`config.mk`:
```
export PLATFORM = sky130hd
export DESIGN_NAME = spq_ram
export DESIGN_NICKNAME = d
export VERILOG_FILES = /design/src/design/spq_ram.sv
export SDC_FILE = /design/constraint.sdc
export NUM_CORES = 1
export LEC_CHECK = 0
export ABC_AREA = 0
export BUFFER_PORTS_ARGS = -buffer_cell sky130_fd_sc_hd__buf_2
export CELL_PAD_IN_SITES_DETAIL_PLACEMENT = 0
export CELL_PAD_IN_SITES_GLOBAL_PLACEMENT = 1
export CORE_MARGIN = 5
export CORE_UTILIZATION = 25
export DETAILED_ROUTE_END_ITERATION = 6
export HOLD_SLACK_MARGIN = 0.12
export PLACE_DENSITY_LB_ADDON = 0.1
export SLEW_MARGIN = 20
export SYNTH_ARGS = -nofsm -noshare
export SYNTH_HDL_FRONTEND = slang
export SYNTH_SLANG_ARGS = --single-unit
export TNS_END_PERCENT = 1
```
`constraint.sdc`:
```
create_clock -name clk -period 4.2 [get_ports clk]
set_input_delay 0.21 -clock clk [delete_from_list [all_inputs] [get_ports clk]]
set_output_delay 0.21 -clock clk [all_outputs]
set_load 0.05 [all_outputs]
```
`src/design/spq_ram.sv`:
```
// Generic single-port-write, single-port-read RAM with registered read data.
// Depends on nothing.
module spq_ram #(
    parameter int WIDTH = 8,
    parameter int DEPTH = 16
) (
    input  logic                     clk,
    input  logic                     we,
    input  logic [$clog2(DEPTH)-1:0] waddr,
    input  logic [WIDTH-1:0]         wdata,
    input  logic                     re,
    input  logic [$clog2(DEPTH)-1:0] raddr,
    output logic [WIDTH-1:0]         rdata
);

    logic [WIDTH-1:0] mem [DEPTH];

    // Write port.
    always_ff @(posedge clk)
    begin
        if (we)
        begin
            mem[waddr] <= wdata;
        end
    end

    // Registered read port.
    always_ff @(posedge clk)
    begin
        if (re)
        begin
            rdata <= mem[raddr];
        end
    end

endmodule

```
==> flow_summary.ini <==
[sta]
fin_crit_ns = 1.969
relSlewSlack_pct = 27.31
rsz0062_at_grt = false
period_share_pct = 46.89
maxSlewViolCount = 0
fmax_mhz = 507.8
setup_tns_ns = 0
finalHoldViolations = 0
finClkSkew_ns = 0.005991
tightest_slew_ns = 1.086
finalSetupViolations = 0
whs_ns = 0.1673

[floorplanning]
die_w_um = 154.6
num_io_pins = 27
die_h_um = 154.6
num_rows = 53
start_util_pct = 25.11
coreArea_um2 = 20820
die_area_um2 = 23900

[placement]
portBuffers = 26
dpl_cell_area_um2 = 5663
routabilityCongestion = 0.6563
post-dp-hpwl_um = 7571

[clocking]
clock-root-buffer = clkbuf_16
cts_tree = yes
numClockSinks = 136
clkSlewWorstSetupHoldPaths_ns = 0.06
cts_made_buffers = 17
insertion_delay_ns = 0.41
cts-resized-gates = 0
hold_buffers = 0
clock_path_buffers = 2
htreeDepth = 4
cts_setup_buffers = 0

[run]
maxCapViolCount = 0

[route]
drc_errors = 0
first_pass_iters = 4
detail-route-antenna-nets = 0
vias = 2380
vias_per_cell = 4.265
drt_iter0_markers = 128
wl_per_cell_um = 21.10
wl_um = 11780

[grt]
grt_pass1_vias = 2585
grt_max_degree = 33
overflow = 0
grt.total_usage_pct = 10.36
grt_pass1_wl_um = 17470
antenna_found_initial = 0

[synthesis]
syn-instance-count = 229
yosys_warnings = 0
synth_edf_count = 136
synth.avg_cell_area_um2 = 22.83
post_synth_instance_area_um2 = 5228
synth_cell_types = 18
synthFlopType = edfxtp_1
synth_top_area_share_pct = 78.12
yosysMostFrequentCell = edfxtp_1
synth_common_cells = edfxtp_1, mux4_2, a22oi_1
synthArstFlopShare_pct = 0
yosys-top-cells-area = edfxtp_1, mux4_2, mux4_1
synth_top_area_cell = edfxtp_1
yosys_register_bits = 136
synth_fp_nets = 248
ys_seq_area_share_pct = 78.12

[power_and_ir_drop]
powerDensity_nw_per_um2 = 529.4
switchingPower_w = 0.0006543
comb_power_share_pct = 4.9
clkPwrFrac_pct = 49.2
power.internal_w = 0.002691
ir_drop_mv = 0.2421
p_leak_nw = 2.049
seq_power_share_pct = 45.9
swShare_pct = 19.56

[final_layout]
stdcell_area_um2 = 6320
diodes = 0
nNetsFinal = 289
fin_util_pct = 30.35
final_layout_size_suffix_gt1_share_pct = 28.27
synthToLayoutAreaGrowth_pct = 20.90

[critical_path]
cp-start-kind = primary input
cp_max_fo = 28
crit_required_ns = 4.36
criticalPathCategory = primary input to flip-flop
critPathArrivalTime_ns = 2.13
crit_path_end_kind = flip-flop

[outcome]
outcome = finished clean

[worst_hold_path]
min_path_type = primary input to flip-flop
==> cell usage in the layout, fill, tap and decap left out <==
master / n
inv_6: 1
nor2_2: 1
or3b_2: 1
edfxtp_1: 136
nor2b_1: 1
nand3b_1: 2
and2_1: 1
clkbuf_1: 1
nor2_1: 12
clkinv_1: 3
buf_4: 6
nand2_1: 9
clkinv_2: 1
nand3_1: 1
a22oi_1: 16
buf_2: 26
mux4_2: 18
clkinvlp_4: 3
and2b_1: 1
bufinv_16: 6
clkbuf_16: 17
mux4_1: 14
nand2b_1: 2
nor3_1: 4
==> area by class of cell <==
cell class / count / area (µm²)
fillers: 2036 / 14500
flip-flops and latches: 136 / 4084
multi-input cells: 83 / 1060
clock buffers: 18 / 429.2
well taps: 275 / 344.1
clock inverters: 14 / 227.7
repair buffers: 32 / 175.2
==> cells by family after synthesis <==
kind of cell | count (synthesis) | share of synthesized area, %
multiplexers | 32 | 14.79
buffers and inverters | 10 | 1.651
AND/OR/NAND/NOR | 35 | 3.136
AO/OA/AOI/OAI | 16 | 2.298
flip-flops | 136 | 78.12
==> state kept, by name, summed over array words and instances (netlist names) <==
name,count
rdata,8
mem,128
==> through the flow <==
stage,std cells,setup slack (ns),total power [W]
after floorplan,229,2.497,0.001664
after global placement,526,1.728,0.001733
after CTS,558,2.169,0.003394
after global routing,558,2.077,0.003468
final,558,2.231,0.003345
after detailed placement,526,1.723,0.001734
==> worst paths after layout <==
kind,slack (ns),endpoint,startpoint,depth (start not counted)
setup / recovery,2.23,rdata[2],raddr[0],5
hold / removal,0.17,rdata[0],re,1
setup reg to reg,2.64,rdata[0],mem[1][0],3
hold reg to reg,0.75,rdata[1],mem[14][1],3
==> power by group through the flow <==
stage                     sequential (W)  combinational [W]  clock, W
after CTS                        0.00154           0.000169   0.00169
after floorplan                  0.00159          0.0000772         0
after global placement           0.00157           0.000168         0
after detailed placement         0.00157           0.000169         0
final                            0.00154           0.000163   0.00165
after global routing             0.00154           0.000178   0.00175
==> critical path, cell delays in order <==
cell and delay [ns]:
buf_2 0.75, buf_4 0.29, mux4_1 0.55, a22oi_1 0.22, nand2_1 0.08
==> routing by layer <==
layer	wire (µm)	global-route usage, %	vias up
met1	5681	14.10	1264
met2	5556	15.91	39
li1	-	-	1067
met5	0	0	-
met4	158	3.911	0
met3	378	2.798	10
(Power assumes the default switching activity.)
