<file path="config.mk">
export PLATFORM = sky130hd
export DESIGN_NAME = spq_sel
export DESIGN_NICKNAME = d
export VERILOG_FILES = /design/src/design/spq_pkg.sv /design/src/design/spq_sel.sv
export SDC_FILE = /design/constraint.sdc
export NUM_CORES = 1
export LEC_CHECK = 0
export BUFFER_PORTS_ARGS = -buffer_cell sky130_fd_sc_hd__buf_2
export CAP_MARGIN = 10
export CORE_AREA = 3 3 40 42
export DETAILED_ROUTE_END_ITERATION = 16
export DIE_AREA = 0 0 43 45
export PLACE_DENSITY = 0.3
export REMOVE_ABC_BUFFERS = 1
export SLEW_MARGIN = 10
export SYNTH_ARGS = -nofsm -noshare
export SYNTH_HDL_FRONTEND = slang
export SYNTH_SLANG_ARGS = --single-unit
</file>
<file path="constraint.sdc">
create_clock -name vclk -period 0.8
set_input_delay 0.04 -clock vclk [all_inputs]
set_output_delay 0.04 -clock vclk [all_outputs]
set_load 0.05 [all_outputs]
</file>
<file path="src/design/spq_pkg.sv">
// Package for the strict-priority ten-class queue: sizes, payload types,
// state and status codes, and class mapping helpers. Depends on nothing.
package spq_pkg;

    localparam int QUEUE_DEPTH  = 64;
    localparam int ID_WIDTH     = 18;
    localparam int NUM_CLASSES  = 10;
    localparam int NUM_RISKS    = 5;
    localparam int OUT_ID_W     = 18;
    localparam int POS_W        = 16;

    localparam int PTR_W  = (QUEUE_DEPTH > 1) ? $clog2(QUEUE_DEPTH) : 1;
    localparam int CNT_W  = $clog2(QUEUE_DEPTH + 1);
    localparam int CLS_W  = $clog2(NUM_CLASSES);
    localparam int STORE_DEPTH = NUM_CLASSES * QUEUE_DEPTH;
    localparam int ADDR_W = $clog2(STORE_DEPTH);

    localparam logic [POS_W-1:0] POS_MAX = {POS_W{1'b1}};
    localparam logic [2:0]       RISK_MAX = 3'(NUM_RISKS - 1);

    // Result status codes.
    typedef enum logic [1:0] {
        STAT_ENQ   = 2'd0,
        STAT_FULL  = 2'd1,
        STAT_DEQ   = 2'd2,
        STAT_EMPTY = 2'd3
    } status_t;

    // Operation codes of the func field.
    typedef enum logic {
        FUNC_ENQ = 1'b0,
        FUNC_DEQ = 1'b1
    } func_t;

    // Control states of the top level.
    typedef enum logic {
        ST_IDLE,
        ST_READ
    } state_t;

    typedef struct packed {
        logic        func;
        logic        by_law_priority;
        logic [2:0]  risk_level;
        logic [17:0] patient_id;
    } in_item_t;

    typedef struct packed {
        status_t     status;
        logic [17:0] served_id;
        logic        served_by_law;
        logic [2:0]  served_risk;
        logic [15:0] position;
    } out_item_t;

    // Outcome of the strict-priority search.
    typedef struct packed {
        logic             any;
        logic [CLS_W-1:0] cls;
    } sel_t;

    // Class index: legal-priority group first, risk saturated to the last level.
    function automatic logic [CLS_W-1:0] class_of(input logic by_law,
                                                  input logic [2:0] risk);
        logic [2:0] r;
        r = (risk > RISK_MAX) ? RISK_MAX : risk;
        return by_law ? CLS_W'(r) : CLS_W'(r) + CLS_W'(NUM_RISKS);
    endfunction

    function automatic logic class_by_law(input logic [CLS_W-1:0] cls);
        return cls < CLS_W'(NUM_RISKS);
    endfunction

    function automatic logic [2:0] class_risk(input logic [CLS_W-1:0] cls);
        logic [CLS_W-1:0] r;
        r = (cls < CLS_W'(NUM_RISKS)) ? cls : cls - CLS_W'(NUM_RISKS);
        return r[2:0];
    endfunction

    // Stored identifier from the input field, keeping the low ID_WIDTH bits.
    function automatic logic [ID_WIDTH-1:0] id_in(input logic [17:0] pid);
        logic [63:0] w;
        w = 64'(pid);
        return w[ID_WIDTH-1:0];
    endfunction

    // Result identifier from a stored one, keeping the low 18 bits.
    function automatic logic [OUT_ID_W-1:0] id_out(input logic [ID_WIDTH-1:0] v);
        logic [63:0] w;
        w = 64'(v);
        return w[OUT_ID_W-1:0];
    endfunction

    // Ring pointer step with wrap at the queue depth.
    function automatic logic [PTR_W-1:0] ptr_adv(input logic [PTR_W-1:0] p);
        return (p == PTR_W'(QUEUE_DEPTH - 1)) ? '0 : p + PTR_W'(1);
    endfunction

    // Flat store address of a class slot.
    function automatic logic [ADDR_W-1:0] slot_addr(input logic [CLS_W-1:0] cls,
                                                    input logic [PTR_W-1:0] p);
        return ADDR_W'(cls) * ADDR_W'(QUEUE_DEPTH) + ADDR_W'(p);
    endfunction

endpackage

</file>
<file path="src/design/spq_sel.sv">
// Strict-priority search over the class occupancy flags.
// Depends on spq_pkg.
module spq_sel (
    input  logic [spq_pkg::NUM_CLASSES-1:0] nonempty,
    output spq_pkg::sel_t                   sel
);

    // Lowest-numbered non-empty class wins.
    always_comb
    begin
        sel.any = 1'b0;
        sel.cls = '0;
        for (int i = spq_pkg::NUM_CLASSES - 1; i >= 0; i--)
        begin
            if (nonempty[i])
            begin
                sel.any = 1'b1;
                sel.cls = spq_pkg::CLS_W'(i);
            end
        end
    end

endmodule

</file>
==> results of run 1 <==
==> through the flow <==
step | utilization (%) | TNS, ns
after global placement | 18.7 | -1.09
after global routing | 31.0 | -0.728
after floorplan | - | -2.09
final | 31.0 | -0.501
after detailed placement | 18.7 | -1.01
after CTS | 28.9 | -0.521
==> metal layers <==
metal,GRT usage (%),part of all wire [%]
met2,10.8,48
met4,0,0
met5,0,0
met3,1.59,9.8
met1,7.62,42
==> worst paths after layout <==
| kind | from | to | slack (ns) | depth (start not counted) |
|---|---|---|---|---|
| worst min-delay path | nonempty[8] | sel[4] | 0.41 | 4 |
| worst max-delay path | nonempty[8] | sel[0] | -0.24 | 5 |
==> cell families after synthesis <==
family / count (synthesis) / synth area share [%]
buffers and inverters: 2 / 7.41
AND/OR/NAND/NOR: 12 / 55.6
AO/OA/AOI/OAI: 4 / 37.0
==> power groups by stage <==
stage / Clock, mW / Combinational [mW] / Sequential, mW
after floorplan: 0 / 0.0551 / 0
after global placement: 0 / 0.122 / 0
after detailed placement: 0 / 0.121 / 0
after CTS: 0 / 0.177 / 0
after global routing: 0 / 0.205 / 0
final: 0 / 0.191 / 0
==> critical path: cells and delay by family <==
kind,cells,cell delay (ns)
compound gates,2,0.55
simple gates,1,0.12
buf+inv,2,0.28
==> cell type report <==
cell class         count  share of cell area, %
repair buffers        23                   54.1
multi-input cells     16                   39.3
well taps             15                   4.72
inverters              2                   1.89
==> repair_timing <==
| action | in CTS | in global routing |
|---|---|---|
| pin swaps | 4 | 5 |
| setup endpoints to repair | 5 | 5 |
| buffers inserted | 2 | 0 |
| resized for setup | 28 | 6 |
==> placed cells by master, fill, tap and decap left out, drive strengths merged <==
cell type | netlist | final
a211oi | 1 | 1
buf | 0 | 23
a221oi | 1 | 1
nand2 | 1 | 1
nor2b | 1 | 1
nand2b | 1 | 1
inv | 2 | 2
nor2 | 6 | 6
o21ai | 1 | 1
a221o | 1 | 1
nand3 | 1 | 1
nor4 | 2 | 2
==> metrics.txt, run 1 <==
main area contributors after synthesis sky130_fd_sc_hd__nor2_1 (22%), sky130_fd_sc_hd__a221oi_2 (15%), sky130_fd_sc_hd__nor4_1 (12%); max-cap check violation count 0; status finished, violations left; final worst slack -0.237 ns; max-slew violation count 0; Die H 45 um; Via density 3.88; placed instance count 54; slew at the pin closest to its max-slew limit 0.221 ns; cell type with the highest aggregate area in the netlist sky130_fd_sc_hd__nor2_1; pre-CTS WS -0.328 ns; class of the worst hold path input port to primary output; violated checks negative setup slack; area share of the leading cell type in the synthesized netlist 22.2%; clock tree buffer count of the final layout 0; CP cell instances buf_6 -> nand2b_4 -> a221o_1 -> a221oi_2 -> buf_6; switching part of the total power 47.7%; biggest fanout along the worst timing path 2; gate count after technology mapping 18; CP peak stage delay 0.30 ns; final sequential cell count 0; total of endpoints with negative setup slack in the final report 5; portion of total power attributed to sequential cells 0%; Port Buf Inserts 15; highest attainable clock frequency 0.964 GHz; final standard cell count with taps included and fillers excluded 56; DRC violation total after the first TritonRoute iteration 2; overall routed net length 574 um; antenna violations before repair 0; most repeated library cell on the critical path sky130_fd_sc_hd__buf_6; Cell Area, Synth 101 sq um; via count of the first global-routing pass 233; critical path type input port to primary output; Critical Path Source Type input port; routed length per instance 10.3 um; Antenna Cells 0; clock group share of total power 0%; ANT nets after route 0; placement row count 13; Tcrit/Tclk final 130%; arrival time reported for the critical path endpoint 1.00 ns; commonest cells in the synthesized netlist sky130_fd_sc_hd__nor2_1 (6), sky130_fd_sc_hd__inv_1 (2), sky130_fd_sc_hd__nor4_1 (2); area post-placement 240 sq um; total routing usage reported by global routing 5.97%; Yosys warning count 0; initial standard-cell utilization of the core 7.89%; Gate power share 100.0%; Fillers 133; unrepaired setup endpoints after global routing true; Critical Path Sink Type primary output; Final Total Pwr 0.191 mW; slowest stage cell on the critical path sky130_fd_sc_hd__a221o_1; largest vdd supply drop 0.137 mV; Total Die Area 1940 sq um; Area Overhead vs Synth 293%; minimum hold slack 0.413 ns; overall via count from detail_route 217; Multi-input gate area 156 sq um; max_slew headroom 85.2%; Avg Inst Size Synth 5.63 sq um; net load switching power 0.0912 mW; hold bufs inserted after CTS 0; area of all sequential standard cells 0 sq um; nets 53; sequential fraction of the synthesis area 0%; share of cells above drive strength 1 80.5%; pin count of the biggest net entering global routing 5; number of remaining DRC errors 0; time the worst path needs with I/O delays and setup 1.04 ns; post-route cell area 398 sq um; floorplan core area 1280 sq um; total power density per cell area 481 nW/um^2; number of hold-slack violations in the final timing report 0; most frequently used cell type in the post-synthesis netlist sky130_fd_sc_hd__nor2_1; gr ovfl total 0; number of different library cells in the post-synthesis netlist 11; internal power 0.100 mW; boundary pin count 15; leakage power summed over all cells 0.178 nW; global-route wire length before repair 986 um; worst endpoint required time 0.76 ns; die boundary width 43 um; weighted congestion reported at the end of routability-driven placement 0.641; DR pass1 iterations 2
Note: power is estimated with default switching activity, not from simulation.
==> run 2: changes to the inputs <==
Settings changed: CORE_AREA 3 3 40 42 to 2 2 39 41, DIE_AREA 0 0 43 45 to 0 0 41 43.
==> metrics.txt, run 2 (synthesis gave the netlist of run 1 again) <==
antenna violations before repair 0 (unchanged); max-slew violation count 0 (unchanged); Antenna Cells 0 (unchanged); hold path startpoint nonempty[8]; final standard cell count with taps included and fillers excluded 55 (-1.8%); share of cells above drive strength 1 79.5% (-1.0 points); unrepaired setup endpoints after global routing true; leading cell type in the layout, fill and taps excluded sky130_fd_sc_hd__buf_6; Hold Crit Depth 4 (unchanged); via count of the first global-routing pass 198 (-15%); Total Die Area 1760 sq um (-8.9%); DRC violation total after the first TritonRoute iteration 2 (unchanged); weighted congestion reported at the end of routability-driven placement 0.604 (-5.7%); number of remaining DRC errors 0 (unchanged); Area Overhead vs Synth 288%; highest attainable clock frequency 0.951 GHz (-1.3%); Tcrit/Tclk final 131% (+1.7 points); worst endpoint required time 0.76 ns (about the same); placement row count 14 (+1); utilization of the core after routing 28.4% (-2.6 points); total power density per cell area 475 nW/um^2 (-1.2%); Critical Path Sink Type primary output; Port Buf Inserts 15 (unchanged); routed length per instance 8.42 um (-18%); floorplan core area 1380 sq um (+7.7%); status finished, violations left; Via density 3.84 (-1.0%); max-cap check violation count 0 (unchanged); boundary pin count 15 (unchanged); ANT nets after route 0 (unchanged); pin count of the biggest net entering global routing 5 (unchanged); violated checks negative setup slack; hold bufs inserted after CTS 0 (unchanged); total routing usage reported by global routing 5.79% (-0.18 points); final sequential cell count 0 (unchanged); most used cells in the layout excluding fill and tap cells sky130_fd_sc_hd__buf_6 (9), sky130_fd_sc_hd__buf_4 (7), sky130_fd_sc_hd__nor2_1 (4), sky130_fd_sc_hd__buf_8 (3); arrival time reported for the critical path endpoint 1.01 ns (about the same); Die H 43 um (-4.4%); die boundary width 41 um (-4.7%); terminating pin of the worst hold path sel[4]; buffers inserted during post-CTS setup optimization 0 (-2); nets 51 (-3.8%); critical path type input port to primary output; class of the worst hold path input port to primary output; number of hold-slack violations in the final timing report 0 (unchanged); time the worst path needs with I/O delays and setup 1.05 ns (+0.0140 ns); biggest fanout along the worst timing path 2 (unchanged); DR pass1 iterations 2 (unchanged); max_slew headroom 83.4% (-1.8 points); overall via count from detail_route 211 (-2.8%); clock tree buffer count of the final layout 0 (unchanged); final-layout setup total negative slack -0.539 ns (-0.0387 ns); area of all sequential standard cells 0 sq um (unchanged); pre-CTS WS -0.347 ns (-0.0189 ns); slew at the pin closest to its max-slew limit 0.248 ns (+0.0262 ns); minimum hold slack 0.407 ns (-0.00643 ns); global-route wire length before repair 765 um (-22%); final worst slack -0.251 ns (-0.0140 ns); total of endpoints with negative setup slack in the final report 4 (-1); placed instance count 55 (+1.9%); overall routed net length 463 um (-19%); gr ovfl total 0 (unchanged); largest vdd supply drop 0.156 mV (+14%); Critical Path Source Type input port; initial standard-cell utilization of the core 7.32% (-0.56 points); leakage power summed over all cells 0.171 nW (-3.7%)
## run 2: cell types whose count changed in the layout (fill, tap and decap cells not counted), sizes merged
| cell | change |
|---|---|
| buf | -2 |
## run 2: per-layer routing
metal	wire, um	track usage (%)	vias to the layer above
met5	0	0	-
met4	0	0	0
met3	55	0	0
met2	216	9.38	10
met1	191	8.86	93
li1	-	-	108
## run 2: worst max path at each step
stage | from | to | slack (ns) | cells past startpoint
after global placement | nonempty[8] | sel[0] | -0.34 | 5
after global routing | nonempty[8] | sel[0] | -0.31 | 5
final | nonempty[8] | sel[0] | -0.25 | 5
after detailed placement | nonempty[8] | sel[0] | -0.35 | 5
after CTS | nonempty[8] | sel[0] | -0.26 | 5
after floorplan | nonempty[5] | sel[1] | -0.64 | 3
## run 2: critical path, stage by stage
cell	delay [ns]
sky130_fd_sc_hd__buf_6	0.09
sky130_fd_sc_hd__nand2b_4	0.12
sky130_fd_sc_hd__a221o_1	0.30
sky130_fd_sc_hd__a221oi_2	0.26
sky130_fd_sc_hd__buf_6	0.20
## run 2: cell type report
cell class	instances	area, sq um
Timing Repair Buffer	21	209
Fill cell	158	991
Multi-Input combinational cell	16	156
Tap cell	16	20.0
Inverter	2	7.51
## run 2: per-stage QoR
step	power, mW	instance area, sq um
4_1_cts	0.168	345
3_5_place_dp	0.121	241
5_1_grt	0.201	393
2_1_floorplan	0.0551	101
3_3_place_gp	0.122	241
6_report	0.187	393
## run 2: power breakdown
part,internal (mW),switching [mW],total (mW)
Sequential,0,0,0
Clock,0,0,0
Combinational,0.0991,0.0877,0.187
## run 2: timing repair
action,CTS,global route
resized for setup,23,15
pin swaps,3,6
endpoints found under the setup margin,5,5
